$ cat src/sv/pef_pkg.sv
// pef_pkg: shared types and constants for the power envelope follower
// no dependencies; used by pef_regs, pef_div, power_envelope_follower and the bench
package pef_pkg;

  localparam int unsigned PowerWidth = 16;
  localparam int unsigned FracWidth = 8;
  localparam int unsigned EnvWidth = PowerWidth + FracWidth;
  localparam int unsigned CfgWidth = 16;
  localparam int unsigned AddrWidth = 4;

  // register indexes (byte address = 4 * index)
  localparam logic [1:0] RegRiseDivisor = 2'd0;
  localparam logic [1:0] RegRiseJumpThreshold = 2'd1;
  localparam logic [1:0] RegFallJumpThreshold = 2'd2;
  localparam logic [1:0] RegFallDivisor = 2'd3;

  typedef enum logic [1:0] {
    KIND_GENTLE_RISE = 2'd0,
    KIND_JUMP_UP = 2'd1,
    KIND_GENTLE_FALL = 2'd2,
    KIND_JUMP_DOWN = 2'd3
  } kind_t;

  typedef struct packed {
    logic [CfgWidth-1:0] rise_divisor;
    logic [CfgWidth-1:0] rise_jump_threshold;
    logic [CfgWidth-1:0] fall_jump_threshold;
    logic [CfgWidth-1:0] fall_divisor;
  } cfg_t;

  // a zero divisor acts as one
  function automatic logic [CfgWidth-1:0] nonzero_div(input logic [CfgWidth-1:0] d);
    nonzero_div = (d == '0) ? CfgWidth'(1) : d;
  endfunction

endpackage

$ cat src/sv/power_envelope_follower.sv
// power_envelope_follower: top level, envelope sequencer and output register
// depends on pef_pkg, pef_regs, pef_div
// sequence: a jump request loads the envelope, then the output register; a gentle
//   step runs 24 divider steps, the envelope update, then the output load
// a new request is taken only once the previous result has entered the output register
// reset: envelope and previous sample clear to zero, registers return to defaults
module power_envelope_follower (
  input  logic        clk,
  input  logic        rst,
  // input stream
  input  logic        s_tvalid,
  output logic        s_tready,
  input  logic [15:0] s_tdata,   // [15:0] power_w
  // output stream
  output logic        m_tvalid,
  input  logic        m_tready,
  output logic [23:0] m_tdata,   // [23:0] envelope_level
  output logic [1:0]  m_tuser,   // [1:0] update_kind
  // configuration
  input  logic        psel,
  input  logic        penable,
  input  logic        pwrite,
  input  logic [3:0]  paddr,
  input  logic [31:0] pwdata,
  output logic [31:0] prdata,
  output logic        pready
);

  typedef enum logic [1:0] {
    ST_IDLE,
    ST_DIV,
    ST_DONE
  } state_t;

  state_t                         state;
  pef_pkg::cfg_t                  cfg;
  pef_pkg::kind_t                 kind;
  pef_pkg::kind_t                 kind_next;
  logic [pef_pkg::EnvWidth-1:0]   envelope;
  logic [pef_pkg::PowerWidth-1:0] past_power;

  logic                           s_accept;
  logic                           out_free;
  logic                           out_load;
  logic [pef_pkg::PowerWidth-1:0] power_w;
  logic [pef_pkg::EnvWidth-1:0]   target;
  logic                           above;
  logic [pef_pkg::PowerWidth:0]   rise;
  logic [pef_pkg::PowerWidth:0]   fall;
  logic                           rise_jump;
  logic                           fall_jump;
  logic                           jump;

  logic                           div_start;
  logic [pef_pkg::EnvWidth-1:0]   div_dividend;
  logic [pef_pkg::CfgWidth-1:0]   div_divisor;
  logic                           div_done;
  logic [pef_pkg::EnvWidth-1:0]   div_quotient;

  pef_regs u_regs (
    .clk     (clk),
    .rst     (rst),
    .psel    (psel),
    .penable (penable),
    .pwrite  (pwrite),
    .paddr   (paddr),
    .pwdata  (pwdata),
    .prdata  (prdata),
    .pready  (pready),
    .cfg     (cfg)
  );

  pef_div u_div (
    .clk      (clk),
    .rst      (rst),
    .start    (div_start),
    .dividend (div_dividend),
    .divisor  (div_divisor),
    .done     (div_done),
    .quotient (div_quotient)
  );

  assign s_tready = (state == ST_IDLE);
  assign s_accept = s_tvalid & s_tready;
  // output slot can take a result when empty or being drained
  assign out_free = !m_tvalid || m_tready;
  // finished result moves into the output slot
  assign out_load = (state == ST_DONE) && out_free;

  assign power_w = s_tdata;
  // sample widened to 16.8
  assign target = {power_w, {pef_pkg::FracWidth{1'b0}}};
  assign above = target > envelope;

  // signed 17-bit differences against the previous sample
  assign rise = {1'b0, power_w} - {1'b0, past_power};
  assign fall = {1'b0, past_power} - {1'b0, power_w};
  assign rise_jump = !($signed(rise) < $signed({1'b0, cfg.rise_jump_threshold}));
  assign fall_jump = !($signed(fall) < $signed({1'b0, cfg.fall_jump_threshold}));
  assign jump = above ? rise_jump : fall_jump;

  always_comb begin
    if (above) begin
      kind_next = rise_jump ? pef_pkg::KIND_JUMP_UP : pef_pkg::KIND_GENTLE_RISE;
    end else begin
      kind_next = fall_jump ? pef_pkg::KIND_JUMP_DOWN : pef_pkg::KIND_GENTLE_FALL;
    end
  end

  // gentle step: distance to the sample divided by the selected divisor
  assign div_start = s_accept & !jump;
  assign div_dividend = above ? (target - envelope) : (envelope - target);
  assign div_divisor = above ? pef_pkg::nonzero_div(cfg.rise_divisor)
                             : pef_pkg::nonzero_div(cfg.fall_divisor);

  always_ff @(posedge clk) begin
    if (rst) begin
      state <= ST_IDLE;
      envelope <= '0;
      past_power <= '0;
      kind <= pef_pkg::KIND_GENTLE_RISE;
      m_tvalid <= 1'b0;
      m_tdata <= '0;
      m_tuser <= '0;
    end else begin
      // output payload, loaded with the finished envelope
      if (out_load) begin
        m_tvalid <= 1'b1;
        m_tdata <= envelope;
        m_tuser <= kind;
      end else if (m_tready) begin
        m_tvalid <= 1'b0;
      end
      case (state)
        ST_IDLE: begin
          if (s_accept) begin
            past_power <= power_w;
            kind <= kind_next;
            if (jump) begin
              envelope <= target;
              state <= ST_DONE;
            end else begin
              state <= ST_DIV;
            end
          end
        end
        ST_DIV: begin
          if (div_done) begin
            // a gentle step never passes the sample, so no overflow here
            if (kind == pef_pkg::KIND_GENTLE_RISE) begin
              envelope <= envelope + div_quotient;
            end else begin
              envelope <= envelope - div_quotient;
            end
            state <= ST_DONE;
          end
        end
        ST_DONE: begin
          if (out_free) begin
            state <= ST_IDLE;
          end
        end
        default: state <= ST_IDLE;
      endcase
    end
  end

  a_done_in_div: assert property (@(posedge clk) disable iff (rst)
    div_done |-> state == ST_DIV)
    else $error("divider finished outside the divide state");
  a_busy_after_req: assert property (@(posedge clk) disable iff (rst)
    s_accept |=> !s_tready)
    else $error("ready again right after a request");
  a_result_loaded: assert property (@(posedge clk) disable iff (rst)
    out_load |=> m_tvalid && state == ST_IDLE)
    else $error("finished result not presented");

endmodule

$ cat src/sv/pef_regs.sv
// pef_regs: apb configuration registers of the power envelope follower
// depends on pef_pkg
module pef_regs (
  input  logic                          clk,
  input  logic                          rst,
  input  logic                          psel,
  input  logic                          penable,
  input  logic                          pwrite,
  input  logic [pef_pkg::AddrWidth-1:0] paddr,
  input  logic [31:0]                   pwdata,
  output logic [31:0]                   prdata,
  output logic                          pready,
  output pef_pkg::cfg_t                 cfg
);

  logic       wr_en;
  logic [1:0] reg_idx;

  assign pready = 1'b1;
  assign wr_en = psel & penable & pwrite;
  assign reg_idx = paddr[3:2];

  always_ff @(posedge clk) begin
    if (rst) begin
      cfg.rise_divisor <= 16'd2;
      cfg.rise_jump_threshold <= 16'd200;
      cfg.fall_jump_threshold <= 16'd200;
      cfg.fall_divisor <= 16'd2;
    end else if (wr_en) begin
      case (reg_idx)
        pef_pkg::RegRiseDivisor: cfg.rise_divisor <= pwdata[15:0];
        pef_pkg::RegRiseJumpThreshold: cfg.rise_jump_threshold <= pwdata[15:0];
        pef_pkg::RegFallJumpThreshold: cfg.fall_jump_threshold <= pwdata[15:0];
        pef_pkg::RegFallDivisor: cfg.fall_divisor <= pwdata[15:0];
        default: ;
      endcase
    end
  end

  always_comb begin
    case (reg_idx)
      pef_pkg::RegRiseDivisor: prdata = {16'd0, cfg.rise_divisor};
      pef_pkg::RegRiseJumpThreshold: prdata = {16'd0, cfg.rise_jump_threshold};
      pef_pkg::RegFallJumpThreshold: prdata = {16'd0, cfg.fall_jump_threshold};
      pef_pkg::RegFallDivisor: prdata = {16'd0, cfg.fall_divisor};
      default: prdata = 32'd0;
    endcase
  end

endmodule

$ cat src/sv/pef_div.sv
// pef_div: bit-serial restoring divider, one quotient bit per cycle
// depends on pef_pkg
module pef_div (
  input  logic                         clk,
  input  logic                         rst,
  input  logic                         start,
  input  logic [pef_pkg::EnvWidth-1:0] dividend,
  input  logic [pef_pkg::CfgWidth-1:0] divisor,
  output logic                         done,
  output logic [pef_pkg::EnvWidth-1:0] quotient
);

  localparam int unsigned CntWidth = $clog2(pef_pkg::EnvWidth);
  localparam logic [CntWidth-1:0] LastStep = CntWidth'(pef_pkg::EnvWidth - 1);

  logic                         busy;
  logic [CntWidth-1:0]          cnt;
  logic [pef_pkg::CfgWidth-1:0] dvs;
  logic [pef_pkg::CfgWidth-1:0] rem;
  logic [pef_pkg::CfgWidth:0]   rem_sh;
  logic [pef_pkg::CfgWidth:0]   rem_sub;
  logic                         ge;

  // shift in next dividend bit, try subtract
  assign rem_sh = {rem, quotient[pef_pkg::EnvWidth-1]};
  assign rem_sub = rem_sh - {1'b0, dvs};
  assign ge = rem_sh >= {1'b0, dvs};

  always_ff @(posedge clk) begin
    if (rst) begin
      busy <= 1'b0;
      done <= 1'b0;
      cnt <= '0;
    end else begin
      done <= 1'b0;
      if (start) begin
        busy <= 1'b1;
        cnt <= '0;
      end else if (busy) begin
        cnt <= cnt + CntWidth'(1);
        if (cnt == LastStep) begin
          busy <= 1'b0;
          done <= 1'b1;
        end
      end
    end
  end

  always_ff @(posedge clk) begin
    if (start) begin
      quotient <= dividend;
      dvs <= divisor;
      rem <= '0;
    end else if (busy) begin
      rem <= ge ? rem_sub[pef_pkg::CfgWidth-1:0] : rem_sh[pef_pkg::CfgWidth-1:0];
      quotient <= {quotient[pef_pkg::EnvWidth-2:0], ge};
    end
  end

  a_start_busy: assert property (@(posedge clk) disable iff (rst) start |=> busy)
    else $error("divider not busy after start");
  a_done_idle: assert property (@(posedge clk) disable iff (rst) done |-> !busy)
    else $error("divider done while still busy");
  a_cnt_range: assert property (@(posedge clk) disable iff (rst) busy |-> cnt <= LastStep)
    else $error("divider step count out of range");

endmodule

$ cat config.mk
export PLATFORM = sky130hd
export DESIGN_NAME = power_envelope_follower
export DESIGN_NICKNAME = d
export VERILOG_FILES = /design/src/sv/pef_pkg.sv /design/src/sv/power_envelope_follower.sv /design/src/sv/pef_regs.sv /design/src/sv/pef_div.sv
export SDC_FILE = /design/constraint.sdc
export NUM_CORES = 1
export LEC_CHECK = 0
export BUFFER_PORTS_ARGS = -buffer_cell sky130_fd_sc_hd__buf_2
export CORE_MARGIN = 4
export CORE_UTILIZATION = 35
export DETAILED_ROUTE_END_ITERATION = 7
export GPL_TIMING_DRIVEN = 0
export PLACE_DENSITY = 0.49
export REMOVE_ABC_BUFFERS = 1
export SYNTH_ARGS = -nofsm -noshare
export SYNTH_HDL_FRONTEND = slang
export SYNTH_SLANG_ARGS = --single-unit
$ cat constraint.sdc
create_clock -name clk -period 13.05 [get_ports clk]
set_input_delay 2.61 -clock clk [delete_from_list [all_inputs] [get_ports clk]]
set_output_delay 2.61 -clock clk [all_outputs]
set_load 0.005 [all_outputs]
### Yosys cells after proc, flatten, opt, wreduce, memory -nomap -nowiden

Cells that the tools add are included.

| operators by class | value |
|---|---|
| $add $sub $neg | 8 |
| $lt $le $gt $ge | 4 |
| eq/ne operators | 10 |
| mux-type cells | 28 |
| bitwise logic cells | 5 |
| reduce and logical (&&, ||, !) cells | 23 |

Operators by type and width:

| cell | count |
|---|---|
| 24-bit 2-to-1 mux | 7 |
| 32-bit case mux with 4 select lines | 1 |
| 24-bit subtractor | 3 |
| 16-bit 2-to-1 mux | 4 |
| 24-bit case mux with 2 select lines | 1 |
| 17-bit less-than comparator | 2 |
| 16-bit by 16-bit subtractor with 17-bit output | 2 |
| 16-bit logical NOT | 2 |
| 24-bit adder | 1 |
| 24-bit greater-than comparator | 1 |
| 17-bit by 16-bit >= comparator with 1-bit output | 1 |
| 16-bit subtractor | 1 |
| 2-bit 2-to-1 mux | 5 |
| 2-bit AND reduction | 5 |
| 1-bit 2-to-1 mux | 9 |
| 2-bit == test (second input constant) | 3 |
| 2-bit logical NOT | 3 |
| 2-bit by 1-bit != test with 1-bit output (second input constant) | 3 |
| 2-bit case mux with 3 select lines | 1 |
| 2-bit nonzero test | 3 |
| 5-bit by 1-bit adder with 5-bit output (second input constant) | 1 |
| 5-bit == test (second input constant) | 1 |
| 1-bit AND | 4 |
| 2-bit by 1-bit == test with 1-bit output (second input constant) | 2 |
| 9 further kinds | 12 |

| word-level totals | value |
|---|---|
| bits in registers | 198 |
| input bits | 59 |
| output and inout bits | 61 |
| word-level logic and storage cells | 95 |

### Longest topological paths before layout

| logic depth | value |
|---|---|
| depth in word-level cells | 7 |
| gate-level depth with buffers | 24 |

### Modules after synthesis

From an unflattened synthesis, not the netlist that was laid out.

| unflattened totals | value |
|---|---|
| cells, all modules | 1755 |
| area total of the unflattened synthesis | 15008.1 µm² |

By module, submodules not included:

| module | instances | cells each | area an instance (µm²) | seq. area each (µm²) |
|---|---|---|---|---|
| power_envelope_follower | 1 | 1179 | 8520.7 | 1421.4 |
| pef_div | 1 | 302 | 3353.2 | 1661.6 |
| pef_regs | 1 | 274 | 3134.3 | 1281.2 |

### Least setup slack after synthesis

Ideal clock, no wire load.

| path | value |
|---|---|
| kind | input to register |
| start point | in s_tdata[0] |
| end point | reg u_div.quotient[0] (netlist name) (enable) |
| arrival time | 7359 ps |
| required time | 12612 ps |
| path slack | 5252 ps |
| stages | 18 |
| buffers on the path | 0 |
| cell sequence | ha_1 > inv_1 > fa_1 > a21o_1 > a21o_1 > a21oi_1 > o2111ai_1 > a21oi_1 > o21bai_1 > a21oi_1 > xnor2_1 > ha_1 > a2111o_1 > a21oi_1 > o21ai_0 > nand2_1 > o2bb2ai_2 > o21ai_0 |

| between the ends | value |
|---|---|
| longest elaborated chain between the ends | 7 |
| elaborated cells between the ends (all ways) | 11 |

RTL lines:

| item | RTL line | text |
|---|---|---|
| from (decl) | power_envelope_follower.sv:13 | `input logic [15:0] s_tdata,` |
| 16-bit by 16-bit subtractor with 17-bit output, on equally long branches | power_envelope_follower.sv:97, power_envelope_follower.sv:96 |  |
| 17-bit less-than comparator, on equally long branches | power_envelope_follower.sv:99, power_envelope_follower.sv:98 |  |
| 1-bit logical NOT, on equally long branches | power_envelope_follower.sv:99, power_envelope_follower.sv:98 |  |
| 1-bit 2-to-1 mux * | power_envelope_follower.sv:100 | `assign jump = above ? rise_jump : fall_jump;` |
| 1-bit logical NOT * | power_envelope_follower.sv:111 | `assign div_start = s_accept & !jump;` |
| 1-bit AND * | power_envelope_follower.sv:111 |  |
| 2-bit nonzero test (no source line) * | - |  |
| to (signal assigned) | pef_div.sv:51 | `quotient <= dividend;` |
| to (signal assigned) | pef_div.sv:56 | `quotient <= {quotient[pef_pkg::EnvWidth-2:0], ge};` |
| to (decl) | pef_div.sv:10 | `output logic [pef_pkg::EnvWidth-1:0] quotient` |

Mark *: on every way between the ends. The rest lies on a longest branch, timed or not.
A chain may end at the register's enable or synchronous reset.

### Worst setup path after layout

| path | value |
|---|---|
| start point | in s_tdata[0] |
| end point | reg envelope[20] (netlist name) |

| between the ends | value |
|---|---|
| longest elaborated chain between the ends | 6 |
| elaborated cells between the ends (all ways) | 10 |

RTL lines:

| item | RTL line | text |
|---|---|---|
| 16-bit by 16-bit subtractor with 17-bit output, on equally long branches | power_envelope_follower.sv:97, power_envelope_follower.sv:96 |  |
| 17-bit less-than comparator, on equally long branches | power_envelope_follower.sv:99, power_envelope_follower.sv:98 |  |
| 1-bit logical NOT, on equally long branches | power_envelope_follower.sv:99, power_envelope_follower.sv:98 |  |
| 1-bit 2-to-1 mux * | power_envelope_follower.sv:100 |  |
| 2-bit by 1-bit != test with 1-bit output (no source line) * | - |  |
| 4-bit AND reduction (no source line) * | - |  |
| to (signal assigned) | power_envelope_follower.sv:140 | `envelope <= target;` |
| to (signal assigned) | power_envelope_follower.sv:151 | `envelope <= envelope + div_quotient;` |
| to (signal assigned) | power_envelope_follower.sv:153 | `envelope <= envelope - div_quotient;` |
| to (decl) | power_envelope_follower.sv:39 | `logic [pef_pkg::EnvWidth-1:0] envelope;` |

Marked as above.

==> reports/metrics.yaml <==
cts:
  path_clk_slew_ns: 0.08
  cts_setup_buffers: 0
  cts_buffer_depth: 2
  clk_latency_ns: 0.46
  cts_tree: "done"
  cts_sinks: 198
  numCtsBuffers: 17
  htreeDepth: 4
  root_buffer: "clkbuf_16"
  ctsHoldBuffers: 0
  cts_resized: 0
layout:
  nets: 2048
  diodes: 0
  area_growth_pct: 9.54
  layout-drive-gt1-share_pct: 10.3
  final_common_cell: "nand2_1"
  final_cell_mix: "300 x nand2_1, 224 x a21oi_1, 158 x dfxtp_1"
  nFillCells: 4274
synth:
  netlist_area_um2: 14600
  synth_ff_type: "dfxtp_1"
  ys_seq_area_share_pct: 29.9
  synth.area.top_cells: "dfxtp_1 22%, ha_1 11%, edfxtp_1 8.2%"
  ys_async_sr_fraction_pct: 0
  yosys.area.top_type: "dfxtp_1"
  yosysTopAreaCellShare_pct: 21.7
  synth_cells: 1830
  synth_seq_cells: 198
  synth_edf_count: 40
  yosys_warnings: 0
  synth.distinct_cells: 88
  avgSynthCellArea_um2: 7.98
worst_setup_path:
  cp.required_ns: 13.39
  crit_buf_inv: 2
  critPathTopFamily: "compound AO/OA/AOI/OAI gates"
  worst-setup-path-type: "input pin to flop"
  cp_max_fo: 28
  crit_path_max_incr_delay_ns: 1.08
  cpMostUsedCell: "a21oi_1"
  crit_path_top_delay_cell: "a21o_1"
  crit_path_start_kind: "input pin"
  endpoint_kind: "flop"
  critPathArrivalTime_ns: 8.17
  cp_cell_sequence: "buf_2 > ha_1 > inv_1 > fa_1 > a21o_1 > a21o_1 > a21oi_1 > o2111ai_1 > a21oi_1 > o21bai_1 > a21oi_1 > xnor2_1 > ha_1 > o21ai_0 > nand2b_1 > a21oi_1 > a21oi_1 > o211ai_2 > o2bb2ai_2 > a21o_1 > o21a_1 > a311oi_1"
grt:
  grt_overflow: 0
  grt_pass1_vias: 12100
  gr-usage-all-layers_pct: 19.3
  grt_antenna_before_repair: 1
  grt_start_max_net_pins: 83
  grt_pass1_wl_mm: 68.3
timing:
  hold_viol: 0
  worstMarginPinSlew_ns: 1.27
  rsz0062_at_grt: "false"
  fmaxAchievable_mhz: 128
  finalSetupTns_ns: 0
  fin_skew_ns: 0.0183
  fin_crit_sh_pct: 60.0
  worst_hold_slack_ns: 0.452
  slew_headroom_pct: 15.1
  setup_viol: 0
  period_needed_ns: 7.83
  slew_viol_final: 0
die:
  die_area_um2: 45000
  core-area_um2: 41000
  die_w_um: 212
  io_pins: 120
  die_h_um: 212
  initial_utilization_pct: 35.6
  rows: 74
detailed_routing:
  vias_per_cell: 5.32
  vias: 12700
  drc: 0
  ant_nets: 0
  dr.pass1.iters: 5
  wl_mm: 43.5
  post_drt_wl_per_cell_um: 18.2
  drtIter0Drc: 820
worst_hold_path:
  hp-class: "flop to flop"
place:
  io_buffer_count: 84
  finalWeightedCongestion: 0.885
  hpwlAfterDp_mm: 32.8
power:
  vdd_ir_drop_max_v: 0.0000838
  leakagePower_uw: 0.00649
  power_density_nw_per_um2: 157
status:
  outcome: "finished clean"
job:
  maxCapViolCount: 0
[through the flow]
step / setup WS (ns) / power, uW / area, um^2 / utilization, % / cells
global route: 4.75 / 2700 / 16000 / 39.0 / 2395
global placement: 2.80 / 1950 / 15200 / 37.1 / 2354
CTS: 5.15 / 2530 / 16000 / 39.0 / 2395
detailed placement: 4.66 / 1980 / 15400 / 37.6 / 2363
floorplan: 5.16 / 1670 / 14100 / - / 1738
finish: 5.22 / 2510 / 16000 / 39.0 / 2395
[synthesized netlist by cell type (5+ instances only)]
master	number
o21a_1	14
buf_1	5
nor3_1	23
dfxtp_1	158
nor2b_1	15
fa_1	5
a22o_1	10
a311oi_1	7
nor2_1	139
nor4_1	7
ha_1	134
and2_1	8
xnor2_1	66
a21oi_1	224
a31oi_1	15
a21o_1	37
nand2_1	300
a21boi_0	9
or3_1	6
a211oi_1	27
or4_1	5
edfxtp_1	40
o21bai_1	12
o41ai_1	7
mux2i_1	21
clkbuf_1	64
o211ai_1	20
mux4_2	16
mux2_2	10
inv_1	140
nand2b_1	15
and3_1	8
buf_4	19
xor2_1	27
nand4_1	15
buf_2	14
buf_6	5
or2_2	11
o21ai_0	58
nand3_1	25
o31a_1	5
[flip-flops by register name (all words and copies together) (netlist names)]
name            count
u_div.cnt           5
u_div.done          1
u_regs.cfg         64
m_tdata            24
u_div.quotient     24
u_div.rem          16
u_div.busy          1
m_tvalid            1
past_power         16
u_div.dvs          16
kind                2
envelope           24
state               2
m_tuser             2
[per-layer routing]
| metal | GRT usage [%] | share of wire, % | vias up |
|---|---|---|---|
| met5 | 0 | 0.028 | - |
| li1 | - | - | 6386 |
| met1 | 26.7 | 48 | 6058 |
| met4 | 5.86 | 2.2 | 2 |
| met2 | 31.1 | 46 | 237 |
| met3 | 2.97 | 4.1 | 48 |
[report_power, final]
| group | internal, uW | switching (uW) | leakage, uW |
|---|---|---|---|
| Sequential | 726 | 92.0 | 0.00167 |
| Combinational | 484 | 670 | 0.00455 |
| Clock | 271 | 266 | 0.000270 |
| Total | 1480 | 1030 | 0.00649 |
[final cells by class]
cell class	instances	area (um^2)	share of cell area [%]
clock inverters	13	121	0.759
multi-input cells	1399	9270	57.9
clock buffers	19	443	2.77
repair buffers	93	602	3.76
inverters	141	529	3.31
flip-flops and latches	198	4360	27.3
well taps	532	666	4.16
[logic make-up after synthesis]
| family | count (synthesis) | synth area share, % |
|---|---|---|
| buffers and inverters | 248 | 7.24 |
| other | 2 | 0.0514 |
| DFF | 198 | 29.9 |
| adders and majority gates | 139 | 12.2 |
| and+or+nand+nor | 603 | 18.6 |
| muxes | 47 | 4.68 |
| xor gates and xnor gates | 94 | 5.69 |
| AOI/OAI and AO/OA | 499 | 21.7 |
[final timing paths]
path | depth (start not counted) | start | slack (ns) | endpoint
max reg2reg | 22 | past_power[0] | 7.19 | envelope[20]
min | 2 | m_tdata[5] | 0.45 | m_tdata[5]
min reg2reg | 2 | m_tdata[5] | 0.45 | m_tdata[5]
max | 22 | s_tdata[0] | 5.22 | envelope[20]
[tightest hold or removal path, cell delays in order (launching register included)]
cell,delay [ns]
dfxtp_1,0.31
nand2_1,0.05
a21oi_1,0.05
No activity file was read; power rests on OpenSTA's default activity.
